## src/rtl/core/hsfd_pkg.sv

```systemverilog
// Shared types, constants and the CRC-8 byte update for the frame decoder.
`timescale 1ns / 1ps

package hsfd_pkg;

	localparam logic [7:0] CRC_INIT = 8'hFF;
	localparam logic [7:0] CRC_POLY = 8'h31;

	// Conversion constants: hundredths per full-scale word, and the temperature offset.
	localparam logic [14:0] TEMP_SCALE  = 15'd17500;
	localparam logic [13:0] HUM_SCALE   = 14'd10000;
	localparam logic [14:0] TEMP_OFFSET = 15'd4500;

	// One complete response, as handed from the byte front end to the converter.
	typedef struct packed {
		logic [15:0] raw_temperature;
		logic [15:0] raw_humidity;
		logic        temperature_crc_ok;
		logic        humidity_crc_ok;
	} frame_t;

	// CRC-8, MSB first, no final xor: fold in one byte.
	function automatic logic [7:0] crc8_byte(input logic [7:0] crc, input logic [7:0] data);
		logic [7:0] c;
		c = crc ^ data;
		for (int i = 0; i < 8; i++) begin
			if (c[7]) begin
				c = {c[6:0], 1'b0} ^ CRC_POLY;
			end else begin
				c = {c[6:0], 1'b0};
			end
		end
		return c;
	endfunction

endpackage

```

## src/rtl/core/hsfd_front.sv

```systemverilog
// Byte front end: tracks frame position, runs the CRC and assembles the raw words.
`timescale 1ns / 1ps

module hsfd_front (
	input  logic                 clk,
	input  logic                 arst_n,
	input  logic                 take,
	input  logic [7:0]           rx_byte,
	input  logic                 frame_start,
	output logic                 push,
	output hsfd_pkg::frame_t     push_frame
);

	typedef enum logic [2:0] {
		POS_TEMP_HI  = 3'd0,
		POS_TEMP_LO  = 3'd1,
		POS_TEMP_CRC = 3'd2,
		POS_HUM_HI   = 3'd3,
		POS_HUM_LO   = 3'd4,
		POS_HUM_CRC  = 3'd5
	} pos_t;

	pos_t        pos_q;
	logic [7:0]  crc_q;
	logic [15:0] temp_word_q;
	logic [15:0] hum_word_q;
	logic        temp_ok_q;

	pos_t        pos_sel;
	logic [7:0]  crc_seeded;
	logic [7:0]  crc_running;

	// A start flag forces byte zero whatever the position was.
	assign pos_sel     = frame_start ? POS_TEMP_HI : pos_q;
	assign crc_seeded  = hsfd_pkg::crc8_byte(hsfd_pkg::CRC_INIT, rx_byte);
	assign crc_running = hsfd_pkg::crc8_byte(crc_q, rx_byte);

	assign push = take && (pos_sel == POS_HUM_CRC);
	assign push_frame = '{
		raw_temperature:    temp_word_q,
		raw_humidity:       hum_word_q,
		temperature_crc_ok: temp_ok_q,
		humidity_crc_ok:    (crc_q == rx_byte)
	};

	always_ff @(posedge clk or negedge arst_n) begin
		if (!arst_n) begin
			pos_q       <= POS_TEMP_HI;
			crc_q       <= hsfd_pkg::CRC_INIT;
			temp_word_q <= '0;
			hum_word_q  <= '0;
			temp_ok_q   <= 1'b0;
		end else if (take) begin
			unique case (pos_sel)
				POS_TEMP_LO: begin
					crc_q       <= crc_running;
					temp_word_q <= {temp_word_q[15:8], rx_byte};
					pos_q       <= POS_TEMP_CRC;
				end
				POS_TEMP_CRC: begin
					temp_ok_q <= (crc_q == rx_byte);
					crc_q     <= hsfd_pkg::CRC_INIT;
					pos_q     <= POS_HUM_HI;
				end
				POS_HUM_HI: begin
					crc_q      <= crc_seeded;
					hum_word_q <= {rx_byte, 8'h00};
					pos_q      <= POS_HUM_LO;
				end
				POS_HUM_LO: begin
					crc_q      <= crc_running;
					hum_word_q <= {hum_word_q[15:8], rx_byte};
					pos_q      <= POS_HUM_CRC;
				end
				POS_HUM_CRC: begin
					crc_q <= hsfd_pkg::CRC_INIT;
					pos_q <= POS_TEMP_HI;
				end
				default: begin
					// byte zero, and the unused position codes
					crc_q       <= crc_seeded;
					temp_word_q <= {rx_byte, 8'h00};
					pos_q       <= POS_TEMP_LO;
				end
			endcase
		end
	end

endmodule

```

## src/rtl/core/hsfd_queue.sv

```systemverilog
// Short frame queue between the byte front end and the converter.
`timescale 1ns / 1ps

module hsfd_queue #(
	parameter int DEPTH = 2
) (
	input  logic                 clk,
	input  logic                 arst_n,
	input  logic                 push,
	input  hsfd_pkg::frame_t     push_frame,
	input  logic                 pop,
	output logic                 full,
	output logic                 nonempty,
	output hsfd_pkg::frame_t     head
);

	localparam int PTR_W = (DEPTH > 1) ? $clog2(DEPTH) : 1;
	localparam int CNT_W = $clog2(DEPTH + 1);

	hsfd_pkg::frame_t entry_q [DEPTH];
	logic [PTR_W-1:0] wr_ptr_q;
	logic [PTR_W-1:0] rd_ptr_q;
	logic [CNT_W-1:0] count_q;

	logic do_push;
	logic do_pop;

	assign full     = (count_q == CNT_W'(DEPTH));
	assign nonempty = (count_q != '0);
	assign head     = entry_q[rd_ptr_q];
	assign do_push  = push && !full;
	assign do_pop   = pop && nonempty;

	always_ff @(posedge clk) begin
		if (do_push) begin
			entry_q[wr_ptr_q] <= push_frame;
		end
	end

	always_ff @(posedge clk or negedge arst_n) begin
		if (!arst_n) begin
			wr_ptr_q <= '0;
			rd_ptr_q <= '0;
			count_q  <= '0;
		end else begin
			if (do_push) begin
				wr_ptr_q <= (wr_ptr_q == PTR_W'(DEPTH - 1)) ? '0 : wr_ptr_q + 1'b1;
			end
			if (do_pop) begin
				rd_ptr_q <= (rd_ptr_q == PTR_W'(DEPTH - 1)) ? '0 : rd_ptr_q + 1'b1;
			end
			if (do_push && !do_pop) begin
				count_q <= count_q + 1'b1;
			end else if (do_pop && !do_push) begin
				count_q <= count_q - 1'b1;
			end
		end
	end

endmodule

```

## src/rtl/core/hsfd_convert.sv

```systemverilog
// Converter: scales the raw words to hundredths and holds the result for transfer.
`timescale 1ns / 1ps

module hsfd_convert (
	input  logic                 clk,
	input  logic                 arst_n,
	input  logic                 avail,
	input  hsfd_pkg::frame_t     frame,
	output logic                 pop,
	output logic                 out_valid,
	input  logic                 out_stall,
	output logic signed [14:0]   temperature_centi_c,
	output logic [13:0]          humidity_centi_pct,
	output logic [15:0]          raw_temperature,
	output logic [15:0]          raw_humidity,
	output logic                 temperature_crc_ok,
	output logic                 humidity_crc_ok,
	output logic                 frame_ok
);

	logic             valid_s1;
	hsfd_pkg::frame_t frame_s1;
	logic [30:0]      temp_prod_s1;
	logic [29:0]      hum_prod_s1;

	logic             valid_s2;
	logic [14:0]      temp_s2;
	logic [13:0]      hum_s2;
	hsfd_pkg::frame_t frame_s2;

	logic adv_s2;
	logic adv_s1;

	assign adv_s2 = !valid_s2 || !out_stall;
	assign adv_s1 = !valid_s1 || adv_s2;
	assign pop    = avail && adv_s1;

	always_ff @(posedge clk or negedge arst_n) begin
		if (!arst_n) begin
			valid_s1 <= 1'b0;
			valid_s2 <= 1'b0;
		end else begin
			if (adv_s1) begin
				valid_s1 <= avail;
			end
			if (adv_s2) begin
				valid_s2 <= valid_s1;
			end
		end
	end

	always_ff @(posedge clk) begin
		if (pop) begin
			frame_s1     <= frame;
			temp_prod_s1 <= 31'(frame.raw_temperature) * 31'(hsfd_pkg::TEMP_SCALE);
			hum_prod_s1  <= 30'(frame.raw_humidity) * 30'(hsfd_pkg::HUM_SCALE);
		end
		if (adv_s2 && valid_s1) begin
			frame_s2 <= frame_s1;
			// floor by 65536 is the upper half; the offset wraps into two's complement
			temp_s2  <= temp_prod_s1[30:16] - hsfd_pkg::TEMP_OFFSET;
			hum_s2   <= hum_prod_s1[29:16];
		end
	end

	assign out_valid           = valid_s2;
	assign temperature_centi_c = signed'(temp_s2);
	assign humidity_centi_pct  = hum_s2;
	assign raw_temperature     = frame_s2.raw_temperature;
	assign raw_humidity        = frame_s2.raw_humidity;
	assign temperature_crc_ok  = frame_s2.temperature_crc_ok;
	assign humidity_crc_ok     = frame_s2.humidity_crc_ok;
	assign frame_ok            = frame_s2.temperature_crc_ok && frame_s2.humidity_crc_ok;

endmodule

```

## src/rtl/core/humidity_sensor_frame_decoder.sv

```systemverilog
// Top level of the humidity sensor frame decoder.
//
// Takes one response byte per cycle while in_stall is low (rx_byte, with frame_start marking
// byte zero) and, after the sixth byte of a frame, delivers one result: both CRC-8 verdicts
// (poly 0x31, init 0xFF), the raw temperature and humidity words, and the values converted to
// hundredths of a degree and of a percent. A failed checksum still gives a result, with
// frame_ok low. A start flag in mid-frame drops the partial frame. The byte side runs at one
// byte per clock while in_stall is low; results pass through a two-stage multiply pipeline
// (s1, s2). Completed frames wait in a queue of QUEUE_DEPTH entries (at least 2), so in_stall
// rises only once that queue is full, which happens only while the result side holds out_stall.
`timescale 1ns / 1ps

module humidity_sensor_frame_decoder #(
	parameter int QUEUE_DEPTH = 2
) (
	input  logic                 clk,
	input  logic                 arst_n,
	input  logic                 in_valid,
	output logic                 in_stall,
	input  logic [7:0]           rx_byte,
	input  logic                 frame_start,
	output logic                 out_valid,
	input  logic                 out_stall,
	output logic signed [14:0]   temperature_centi_c,
	output logic [13:0]          humidity_centi_pct,
	output logic [15:0]          raw_temperature,
	output logic [15:0]          raw_humidity,
	output logic                 temperature_crc_ok,
	output logic                 humidity_crc_ok,
	output logic                 frame_ok
);

	logic             take;
	logic             push;
	hsfd_pkg::frame_t push_frame;
	logic             q_full;
	logic             q_nonempty;
	hsfd_pkg::frame_t q_head;
	logic             pop;

	assign in_stall = q_full;
	assign take     = in_valid && !in_stall;

	hsfd_front u_front (
		.clk         (clk),
		.arst_n      (arst_n),
		.take        (take),
		.rx_byte     (rx_byte),
		.frame_start (frame_start),
		.push        (push),
		.push_frame  (push_frame)
	);

	hsfd_queue #(
		.DEPTH (QUEUE_DEPTH)
	) u_queue (
		.clk        (clk),
		.arst_n     (arst_n),
		.push       (push),
		.push_frame (push_frame),
		.pop        (pop),
		.full       (q_full),
		.nonempty   (q_nonempty),
		.head       (q_head)
	);

	hsfd_convert u_convert (
		.clk                 (clk),
		.arst_n              (arst_n),
		.avail               (q_nonempty),
		.frame               (q_head),
		.pop                 (pop),
		.out_valid           (out_valid),
		.out_stall           (out_stall),
		.temperature_centi_c (temperature_centi_c),
		.humidity_centi_pct  (humidity_centi_pct),
		.raw_temperature     (raw_temperature),
		.raw_humidity        (raw_humidity),
		.temperature_crc_ok  (temperature_crc_ok),
		.humidity_crc_ok     (humidity_crc_ok),
		.frame_ok            (frame_ok)
	);

endmodule

```

## config.mk

```make
export PLATFORM = sky130hd
export DESIGN_NAME = humidity_sensor_frame_decoder
export DESIGN_NICKNAME = d
export VERILOG_FILES = /design/src/rtl/core/hsfd_pkg.sv /design/src/rtl/core/hsfd_front.sv /design/src/rtl/core/hsfd_queue.sv /design/src/rtl/core/hsfd_convert.sv /design/src/rtl/core/humidity_sensor_frame_decoder.sv
export SDC_FILE = /design/constraint.sdc
export NUM_CORES = 1
export LEC_CHECK = 0
export ABC_AREA = 1
export BUFFER_PORTS_ARGS = -buffer_cell sky130_fd_sc_hd__buf_2
export CORE_MARGIN = 2
export CORE_UTILIZATION = 30
export DETAILED_ROUTE_END_ITERATION = 8
export PLACE_DENSITY_LB_ADDON = 0.08
export SYNTH_ARGS = -nofsm -noshare
export SYNTH_HDL_FRONTEND = slang
export SYNTH_SLANG_ARGS = --single-unit
export TNS_END_PERCENT = 1
```

## constraint.sdc

```tcl
create_clock -name clk -period 5.5 [get_ports clk]
set_clock_uncertainty 0.1 [all_clocks]
set_input_delay 0 -clock clk [delete_from_list [all_inputs] [get_ports clk]]
set_output_delay 0 -clock clk [all_outputs]
set_load 0.05 [all_outputs]
```

==> results.toml, run 1 <==
[outcome]
status = "completed"

[sta]
min_period_ns = 5.14
finalCritPeriodShare_pct = 93.5
finalSetupTns_ns = 0
hold_viol_final = 0
report.final.slew_viol_count = 0
worstMarginPinSlew_ns = 0.845
fin_ws_ns = 0.356
max_freq_mhz = 194
finalSetupViolations = 0
relSlewSlack_pct = 43.1
rsz0062_at_grt = "no"

[critical_path]
crit_path_end_kind = "flip-flop"
rr_startpoint = "u_queue.rd_ptr_q"
critPathArrivalTime_ns = 5.35
worstSetupStartpointType = "flip-flop"
r2r_slack_ns = 0.36
crit_path_max_fanout = 21
worstSetupPathType = "flip-flop to flip-flop"
crit_required_ns = 5.71
cp-startpoint = "u_queue.rd_ptr_q"

[placement]
hpwl_mm = 26.0
gp_congestion = 0.827
pre_cts_ws_ns = 0.160
io_buffers = 78

[finish]
regArea_mm2 = 0.00709
insertedDiodeCount = 0
n_fill_cell = 5101
multi_input_area_mm2 = 0.00707
drive_above_1_share_pct = 15.0
nNetsFinal = 1793
areaGrowthSynthToFinish_pct = 16.5

[die]
start_util_pct = 30.2
die_w_um = 228
row_count = 82
dieArea_mm2 = 0.0521
fp.dieH_um = 228
core_area_mm2 = 0.0499
io_pins = 79

[clocking]
cts_buffer_depth = 3
clk_pin_slew_ns = 0.06
numCtsBuffers = 30
cts_sinks = 244
cts_max_level = 1
cts_tree = "yes"
clk_latency_ns = 0.57
root_buffer = "clkbuf_16"
post-cts-setup-buffers = 0

[synth]
yosysWarningCount = 0
synth_cells = 1402
yosysSeqAreaShare_pct = 47.0
synth.distinct_cells = 53
synth_area_leader_cell = "edfxtp_1"
synth_area_leaders = "edfxtp_1 (39%), ha_1 (14%), fa_1 (10%), dfrtp_1 (7.0%), nand2_1 (6.7%)"
async_reset_ff_share_pct = 20.5
synth_area_mm2 = 0.0151
synth_top_area_share_pct = 38.6
synth.net_count = 1658
synth_edf_count = 194
ys_ff_latch = 244
synth_flop_cell = "edfxtp_1"
synth_area_per_cell_um2 = 10.8

[job]
maxCapViolCount = 0

[grt]
grt_max_degree = 54
grt-ovfl-total = 0
first_global_vias = 10100
antenna_found_initial = 0
grt_pass1_wl_mm = 55.7
grt_use_total_pct = 13.3

[route]
wl_per_cell_um = 15.2
drt_iter0_markers = 402
ant_nets = 0
route.vias.total = 9704
routed_via_density = 4.35
drc = 0
routed_wl_mm = 33.9
drt-pass1-iter-count = 5

[worst_hold_path]
hold_class = "input pin to asynchronous set/reset pin"
synthesized netlist by cell type (5+ instances only):
| library cell | count |
|---|---|
| o21ai_2 | 9 |
| ha_1 | 165 |
| nand2_1 | 270 |
| or2_2 | 23 |
| o21bai_1 | 7 |
| nor4_1 | 5 |
| nand3_1 | 49 |
| a21oi_1 | 62 |
| nor3_1 | 10 |
| clkbuf_1 | 6 |
| nand2_2 | 7 |
| nor2_1 | 55 |
| xor2_1 | 31 |
| o31ai_1 | 7 |
| fa_1 | 78 |
| xnor2_1 | 18 |
| inv_2 | 11 |
| inv_1 | 226 |
| nand4_1 | 7 |
| edfxtp_1 | 194 |
| dfrtp_1 | 42 |
| o21ai_0 | 63 |
| dfstp_2 | 8 |
state kept, by name, summed over array words and instances (netlist names):
register                       count
u_convert.frame_s1                34
u_convert.hum_prod_s1             14
u_convert.humidity_centi_pct      14
u_convert.humidity_crc_ok          1
u_convert.out_valid                1
u_convert.raw_humidity            16
u_convert.raw_temperature         16
u_convert.temp_prod_s1            15
u_convert.temperature_centi_c     15
u_convert.temperature_crc_ok       1
u_convert.valid_s1                 1
u_front.crc_q                      8
u_front.hum_word_q                16
u_front.pos_q                      3
u_front.temp_ok_q                  1
u_front.temp_word_q               16
u_queue.count_q                    2
u_queue.entry_q                   68
u_queue.rd_ptr_q                   1
u_queue.wr_ptr_q                   1
cells in the final DEF (no fill, tap or decap), types with 18 or more instances in the layout:
master,Yosys,layout
o21ai_0,63,57
dfrtp_1,42,42
inv_1,226,220
nor2_1,55,51
buf_4,4,21
clkbuf_16,0,31
xor2_1,31,31
nand3_1,49,49
nand2_1,270,269
dlygate4sd3_1,0,19
buf_2,2,78
fa_1,78,78
xnor2_1,18,18
a21oi_1,62,58
or2_2,23,23
ha_1,165,163
edfxtp_1,194,194
kinds of logic (layout without fill, tap and decap cells):
kind of cell,after synthesis,count (layout),synth area share (%)
xor gates and xnor gates,51,51,3.06
adders and majority gates,243,243,24.0
DFF,244,244,47.0
and+or+nand+nor,436,436,12.5
muxes,1,1,0.0747
buffers and inverters,255,414,6.64
AOI/OAI and AO/OA,172,172,6.66
metal layers:
| layer | vias to the layer above | global-route usage (%) | share of wire, % |
|---|---|---|---|
| met2 | 125 | 21.3 | 45 |
| li1 | 4941 | - | - |
| met3 | 41 | 1.83 | 3.3 |
| met4 | 0 | 3.41 | 1.9 |
| met1 | 4597 | 19.0 | 50 |
| met5 | - | 0 | 0 |
final cells by class:
type,count,share of cell area (%)
Clock buffer,43,4.67
Timing Repair Buffer,118,4.20
Sequential cell,244,40.3
Clock inverter,13,0.641
Multi-Input combinational cell,903,40.2
Inverter,240,5.15
Tap cell,672,4.79
timing repair:
action                                  4_1_cts  5_1_grt
hold buffers                                 19        0
endpoints found under the hold margin       107        0
gates resized for setup                       0       26
endpoints found under the setup margin        0       18
metrics by stage:
stage	instances	cell area [µm²]	utilization [%]	hold slack (ns)
2_1_floorplan	1402	15100	-	-0.396
3_3_place_gp	2158	16400	32.9	0.0878
3_5_place_dp	2158	16400	32.9	0.0899
4_1_cts	2233	17500	35.1	0.00299
5_1_grt	2233	17600	35.2	0.0525
6_report	2233	17600	35.2	0.0134
path summary, 6_finish.rpt:
path / endpoint / depth (start not counted)
max: u_convert.hum_prod_s1[27] / 21
min: u_front.hum_word_q[2] / 3
max reg2reg: u_convert.hum_prod_s1[27] / 21
min reg2reg: u_convert.raw_temperature[4] / 0
max in group asynchronous: u_front.temp_word_q[10] / 3
min in group clk: u_convert.out_valid / 4
worst max-delay path, stage by stage (launching register included):
cell      delay (ns)
dfrtp_1         0.40
clkinv_2        0.09
buf_4           0.24
or2_2           0.14
o21ai_0         0.25
fa_1            0.59
inv_1           0.04
ha_1            0.26
inv_1           0.05
fa_1            0.53
inv_1           0.04
ha_1            0.29
inv_1           0.06
fa_1            0.53
inv_1           0.06
ha_1            0.32
a21oi_1         0.22
o21ai_0         0.13
a21oi_1         0.15
nand2_1         0.14
a21oi_1         0.19
xor2_1          0.08
Power of run 1 is not shown: default switching activity piles up to over one toggle a cycle in this logic, so the estimate is an artifact.
==> inputs of run 2 (changes only) <==
--- a/config.mk
+++ b/config.mk
@@ -11,6 +11,7 @@
 export CORE_UTILIZATION = 30
 export DETAILED_ROUTE_END_ITERATION = 8
 export PLACE_DENSITY_LB_ADDON = 0.08
+export REMOVE_ABC_BUFFERS = 1
 export SYNTH_ARGS = -nofsm -noshare
 export SYNTH_HDL_FRONTEND = slang
 export SYNTH_SLANG_ARGS = --single-unit
==> run 2 against run 1 <==
  * Worst setup slack lost 0.013 ns
  * Sequential share of layout area is 0.47 points lower
  * Global-route usage shrank 0.093 points
  * Die area is the same
  * Flip-flop and latch count unchanged
  * Non-clock buffer count grew 10
  * Largest cell class unchanged
==> results.toml, run 2 (synthesized netlist as in run 1, its figures left out) <==
[outcome]
status = "completed"

[clocking]
cts_buffer_depth = 3
cts_sinks = 244
cts_tree = "yes"
post-cts-setup-buffers = 0
cts_max_level = 1
root_buffer = "clkbuf_16"
numCtsBuffers = 30
clk_pin_slew_ns = 0.06
clk_latency_ns = 0.57

[critical_path]
crit_required_ns = 5.70
worstSetupStartpointType = "flip-flop"
worstSetupPathType = "flip-flop to flip-flop"
reg2reg_depth = 20
critPathArrivalTime_ns = 5.36
crit_path_end_kind = "flip-flop"
crit_path_max_fanout = 7

[grt]
use_met3_pct = 1.68
antenna_found_initial = 0
grt_use_total_pct = 13.2
grt_pass1_wl_mm = 55.2
grt_util_met1_pct = 18.5
grt_max_degree = 51
grt_util_met2_pct = 21.4
first_global_vias = 10100
grt-ovfl-total = 0
grt_busiest_layer = "met2"

[die]
row_count = 82
fp.dieH_um = 228
dieArea_mm2 = 0.0521
core_area_mm2 = 0.0499
start_util_pct = 30.2
io_pins = 79
die_w_um = 228

[route]
drt-pass1-iter-count = 5
drt_iter0_markers = 350
wl_per_cell_um = 15.1
ant_nets = 0
routed_wl_mm = 33.8
drc = 0
routed_via_density = 4.36
route.vias.total = 9778

[placement]
gp_congestion = 0.848
io_buffers = 78
post_dp_cell_area_mm2 = 0.0164
hpwl_mm = 26.0

[finish]
drive_above_1_share_pct = 15.0
nNetsFinal = 1803
reg_top3 = "u_queue.entry_q (68), u_convert.frame_s1 (34)"
n_fill_cell = 5132
multi_input_area_mm2 = 0.00703
largest_register_ffs = 68
final_cell_mix = "nand2_1 (268), inv_1 (221), edfxtp_1 (194)"
insertedDiodeCount = 0
final_cell_area_mm2 = 0.0178
regArea_mm2 = 0.00709
regMostFlops = "u_queue.entry_q"
areaGrowthSynthToFinish_pct = 17.9
final_common_cell = "nand2_1"

[sta]
relSlewSlack_pct = 45.1
hold_viol_final = 0
rsz0062_at_grt = "no"
worstMarginPinSlew_ns = 0.822
report.final.slew_viol_count = 0
max_freq_mhz = 194
finalSetupViolations = 0
finalCritPeriodShare_pct = 93.8
min_period_ns = 5.16

[worst_hold_path]
hold_class = "input pin to flip-flop"
min_path_cells = 4

[job]
maxCapViolCount = 0
run 2: cell types whose count changed in the layout (fill, tap and decap cells not counted), moves of 3 or more:
cell,delta
dlygate4sd3_1,+9
clkbuf_1,-7
a21oi_2,-4
o21ai_2,-3
bufinv_16,+4
a21oi_1,+4
o21ai_0,+4
inv_6,+3
run 2: layout make-up:
type                    instances  area share, %
well taps                     672           4.73
multi-input cells             903           39.6
flip-flops and latches        244           39.9
repair buffers                128           4.77
clock buffers                  36           4.47
inverters                     240           5.09
clock inverters                20           1.52
run 2: metrics by stage:
step	cells	utilization, %	TNS, ns	hold WS [ns]	worst slack (ns)
CTS	2243	35.6	0	0.0759	0.201
detailed placement	2159	32.9	0	0.0808	0.199
finish	2243	35.7	0	0.108	0.343
global placement	2159	32.9	0	0.0832	0.203
global route	2243	35.7	0	0.119	0.00132
floorplan	1387	-	-0.208	-0.396	-0.0998
run 2: per-layer routing:
layer / vias up / wire [µm]
met1: 4643 / 16800
li1: 4960 / -
met2: 120 / 15200
met3: 55 / 945
met5: - / 0
met4: 0 / 872
run 2: final timing paths:
check / end / slack, ns / from
setup / recovery: u_convert.temp_prod_s1[29] / 0.34 / u_queue.rd_ptr_q
hold / removal: u_convert.out_valid / 0.11 / out_stall
setup reg to reg: u_convert.temp_prod_s1[29] / 0.34 / u_queue.rd_ptr_q
hold reg to reg: u_convert.raw_temperature[14] / 0.31 / u_convert.frame_s1[32]
max in group asynchronous: u_convert.valid_s1 / 4.30 / arst_n
min in group asynchronous: u_front.hum_word_q[4] / 0.52 / arst_n
run 2: critical path, cell delays in order (launching register included):
cell      delay (ns)
dfrtp_1         0.41
clkinv_2        0.13
or2_2           0.28
o21ai_0         0.11
inv_1           0.20
ha_1            0.32
inv_1           0.05
fa_1            0.49
inv_1           0.04
ha_1            0.30
fa_1            0.48
inv_1           0.05
fa_1            0.53
inv_1           0.04
ha_1            0.34
nand2_1         0.14
nor2_1          0.26
nand4_1         0.11
or2_2           0.32
nand3_1         0.11
xor2_1          0.08
run 2: timing repair:
item / in CTS / in global routing
endpoints found under the setup margin: 0 / 14
hold buffers: 28 / 0
resized for setup: 0 / 13
endpoints found under the hold margin: 118 / 0
Power of run 2 is left out for the same reason.
==> inputs of run 3 (changes only) <==
--- a/config.mk
+++ b/config.mk
@@ -8,11 +8,12 @@
 export ABC_AREA = 1
 export BUFFER_PORTS_ARGS = -buffer_cell sky130_fd_sc_hd__buf_2
 export CORE_MARGIN = 2
-export CORE_UTILIZATION = 30
+export CORE_UTILIZATION = 50
 export DETAILED_ROUTE_END_ITERATION = 8
 export PLACE_DENSITY_LB_ADDON = 0.08
 export REMOVE_ABC_BUFFERS = 1
 export SYNTH_ARGS = -nofsm -noshare
 export SYNTH_HDL_FRONTEND = slang
+export SYNTH_HIERARCHICAL = 1
 export SYNTH_SLANG_ARGS = --single-unit
 export TNS_END_PERCENT = 1
==> run 3 against run 2 <==
  * Global-route usage up 6.4 points
  * Synthesized cell count up 12%
  * Maximum frequency up 0.91%
  * Count of clock-buffer cells in the layout down 5
  * First-iteration DRC count up 79%
  * Critical path type unchanged
==> results.toml, run 3 <==
[outcome]
status = "completed"

[synth]
synth_cells = 1566
synth_top_area_share_pct = 37.0
synth_area_leaders = "edfxtp_1 (37%), ha_1 (13%), fa_1 (9.9%), nand2_1 (8.7%), dfrtp_1 (6.7%)"
yosysSeqAreaShare_pct = 45.0
synth_area_per_cell_um2 = 10.1
ys_ff_latch = 244
synth_area_leader_cell = "edfxtp_1"
synth_area_mm2 = 0.0158
yosysWarningCount = 6
synth_edf_count = 194
synth_flop_cell = "edfxtp_1"
synthMostInstantiatedCell = "nand2_1"
synth_common_cells = "nand2_1 (365), inv_1 (272), edfxtp_1 (194)"
synth.distinct_cells = 55
async_reset_ff_share_pct = 20.5

[placement]
hpwl_mm = 23.9
gp_congestion = 0.922
io_buffers = 78

[route]
wl_per_cell_um = 15.1
route.vias.total = 10500
wl_met1_mm = 15.6
dr.max_layer_used = "met4"
ant_nets = 0
drt-pass1-iter-count = 7
routed_wl_mm = 31.6
wl_met3_mm = 1.20
routed_via_density = 5.03
drc = 0
drt_iter0_markers = 626
dr_wl_met2_mm = 14.0

[finish]
reg_top3 = "u_queue/entry_q (68), u_convert/frame_s1 (34)"
nNetsFinal = 1936
largest_register_ffs = 68
drive_above_1_share_pct = 13.2
regMostFlops = "u_queue/entry_q"
final_cell_mix = "nand2_1 (365), inv_1 (271), edfxtp_1 (194)"
final_common_cell = "nand2_1"
areaGrowthSynthToFinish_pct = 11.6
insertedDiodeCount = 0
fin_util_pct = 57.0
n_fill_cell = 2677

[sta]
relSlewSlack_pct = 51.0
finalSetupTns_ns = 0
finalCritPeriodShare_pct = 92.9
report.final.slew_viol_count = 0
min_period_ns = 5.11
finalSetupViolations = 0
worstMarginPinSlew_ns = 0.734
hold_viol_final = 0
hold_ws_ns = 0.00339
max_freq_mhz = 196
rsz0062_at_grt = "no"

[clocking]
cts_buffer_depth = 3
clk_latency_ns = 0.54
cts_max_level = 1
numCtsBuffers = 27
root_buffer = "clkbuf_16"
clk_pin_slew_ns = 0.06
cts_tree = "yes"
cts_sinks = 244

[critical_path]
r2r-end = "u_convert/hum_prod_s1[26]"
cp_num_cells = 21
crit_buf_inv = 6
worstSetupPathType = "flip-flop to flip-flop"
crit_path_frequent_cell = "nand2_1"
crit_path_end_kind = "flip-flop"
r2r_slack_ns = 0.39
cp-startpoint = "u_queue/rd_ptr_q"
worstSetupStartpointType = "flip-flop"
crit_required_ns = 5.69
slowest_stage = "fa_1"
rr_startpoint = "u_queue/rd_ptr_q"
cpLargestDelayFamily = "adder cells"
critPathArrivalTime_ns = 5.30
crit_path_max_fanout = 35
reg2reg_depth = 21
worstPathCellList = "buf_8 > nand2_1 > nand2_1 > inv_1 > fa_1 > inv_1 > ha_1 > fa_1 > ha_1 > inv_1 > fa_1 > inv_1 > ha_1 > a21oi_1 > inv_1 > nor2_1 > nand2_1 > nand2_1 > nand3_1 > nand2_1 > nand2_1"
endpoint = "u_convert/hum_prod_s1[26]"
max_stage_delay_ns = 0.56

[die]
dieArea_mm2 = 0.0329
start_util_pct = 51.1
die_w_um = 182
row_count = 64
io_pins = 79
fp.dieH_um = 182
core_area_mm2 = 0.0308

[grt]
antenna_found_initial = 0
grt_max_degree = 52
first_global_vias = 10500
grt-ovfl-total = 0
grt_use_total_pct = 19.7
grt_pass1_wl_mm = 52.3

[job]
maxCapViolCount = 0

[worst_hold_path]
hold_class = "input pin to asynchronous set/reset pin"
## run 3: cell count changes in the layout (fill, tap and decap cells not counted), sizes merged, moves of 9 or more
cell         previous run  this run
buf                   100        91
dlygate4sd3            28        16
inv                   242       290
nand2                 277       388
nand3                  50        71
nand4                   8        19
nor2                   59        78
o21ai                  75        63
or2                    24         5
## run 3: stage by stage
| stage | setup slack, ns | cell area [µm²] | std cells |
|---|---|---|---|
| 6_report | 0.390 | 17600 | 2095 |
| 5_1_grt | 0.0321 | 17600 | 2095 |
| 4_1_cts | 0.282 | 17600 | 2095 |
| 3_5_place_dp | 0.302 | 16600 | 2031 |
| 3_3_place_gp | 0.340 | 16600 | 2031 |
| 2_1_floorplan | 0.564 | 15600 | 1544 |
## run 3: area by class of cell
cell class	count	area, µm²	area share [%]
multi-input cells	1009	7410	42.2
well taps	396	495	2.82
clock buffers	31	701	3.99
repair buffers	107	656	3.73
inverters	291	1100	6.27
flip-flops and latches	244	7090	40.3
clock inverters	17	121	0.690
## run 3: worst min-delay path by stage
stage | end | cells past startpoint | slack (ns) | start
floorplan | u_convert/out_valid | 0 | -0.40 | arst_n
global placement | u_queue/count_q[1] | 2 | 0.06 | arst_n
CTS | u_queue/count_q[0] | 3 | 0.01 | arst_n
finish | u_queue/count_q[0] | 3 | 0.003 | arst_n
global route | u_queue/count_q[0] | 3 | 0.07 | arst_n
detailed placement | u_queue/count_q[0] | 2 | 0.06 | arst_n
## run 3: cells by family after synthesis
group                    Yosys count  share of synthesized area [%]
AND/OR/NAND/NOR                  578                           16.3
buffers and inverters            313                           8.02
flip-flops                       244                           45.0
adder cells (fa/ha/maj)          243                           23.0
AO/OA/AOI/OAI                    143                           5.11
XOR/XNOR                          44                           2.54
multiplexers                       1                         0.0715
## run 3: tightest hold or removal path: cells and delay by family
family	cells	cell delay (ns)
buf+inv	3	1.12
## run 3: per-layer routing
metal  vias up  global-route usage, %
met5         -                      0
li1       5311                      -
met1      4988                   28.2
met3        51                   2.41
met2       183                   31.8
met4         0                   5.40
## run 3: what timing repair did
item,4_1_cts,5_1_grt
endpoints found under the hold margin,108,0
setup buffers,0,0
setup endpoints to repair,0,4
resized for setup,0,2
hold buffers,16,0
Power of run 3 is left out for the same reason.
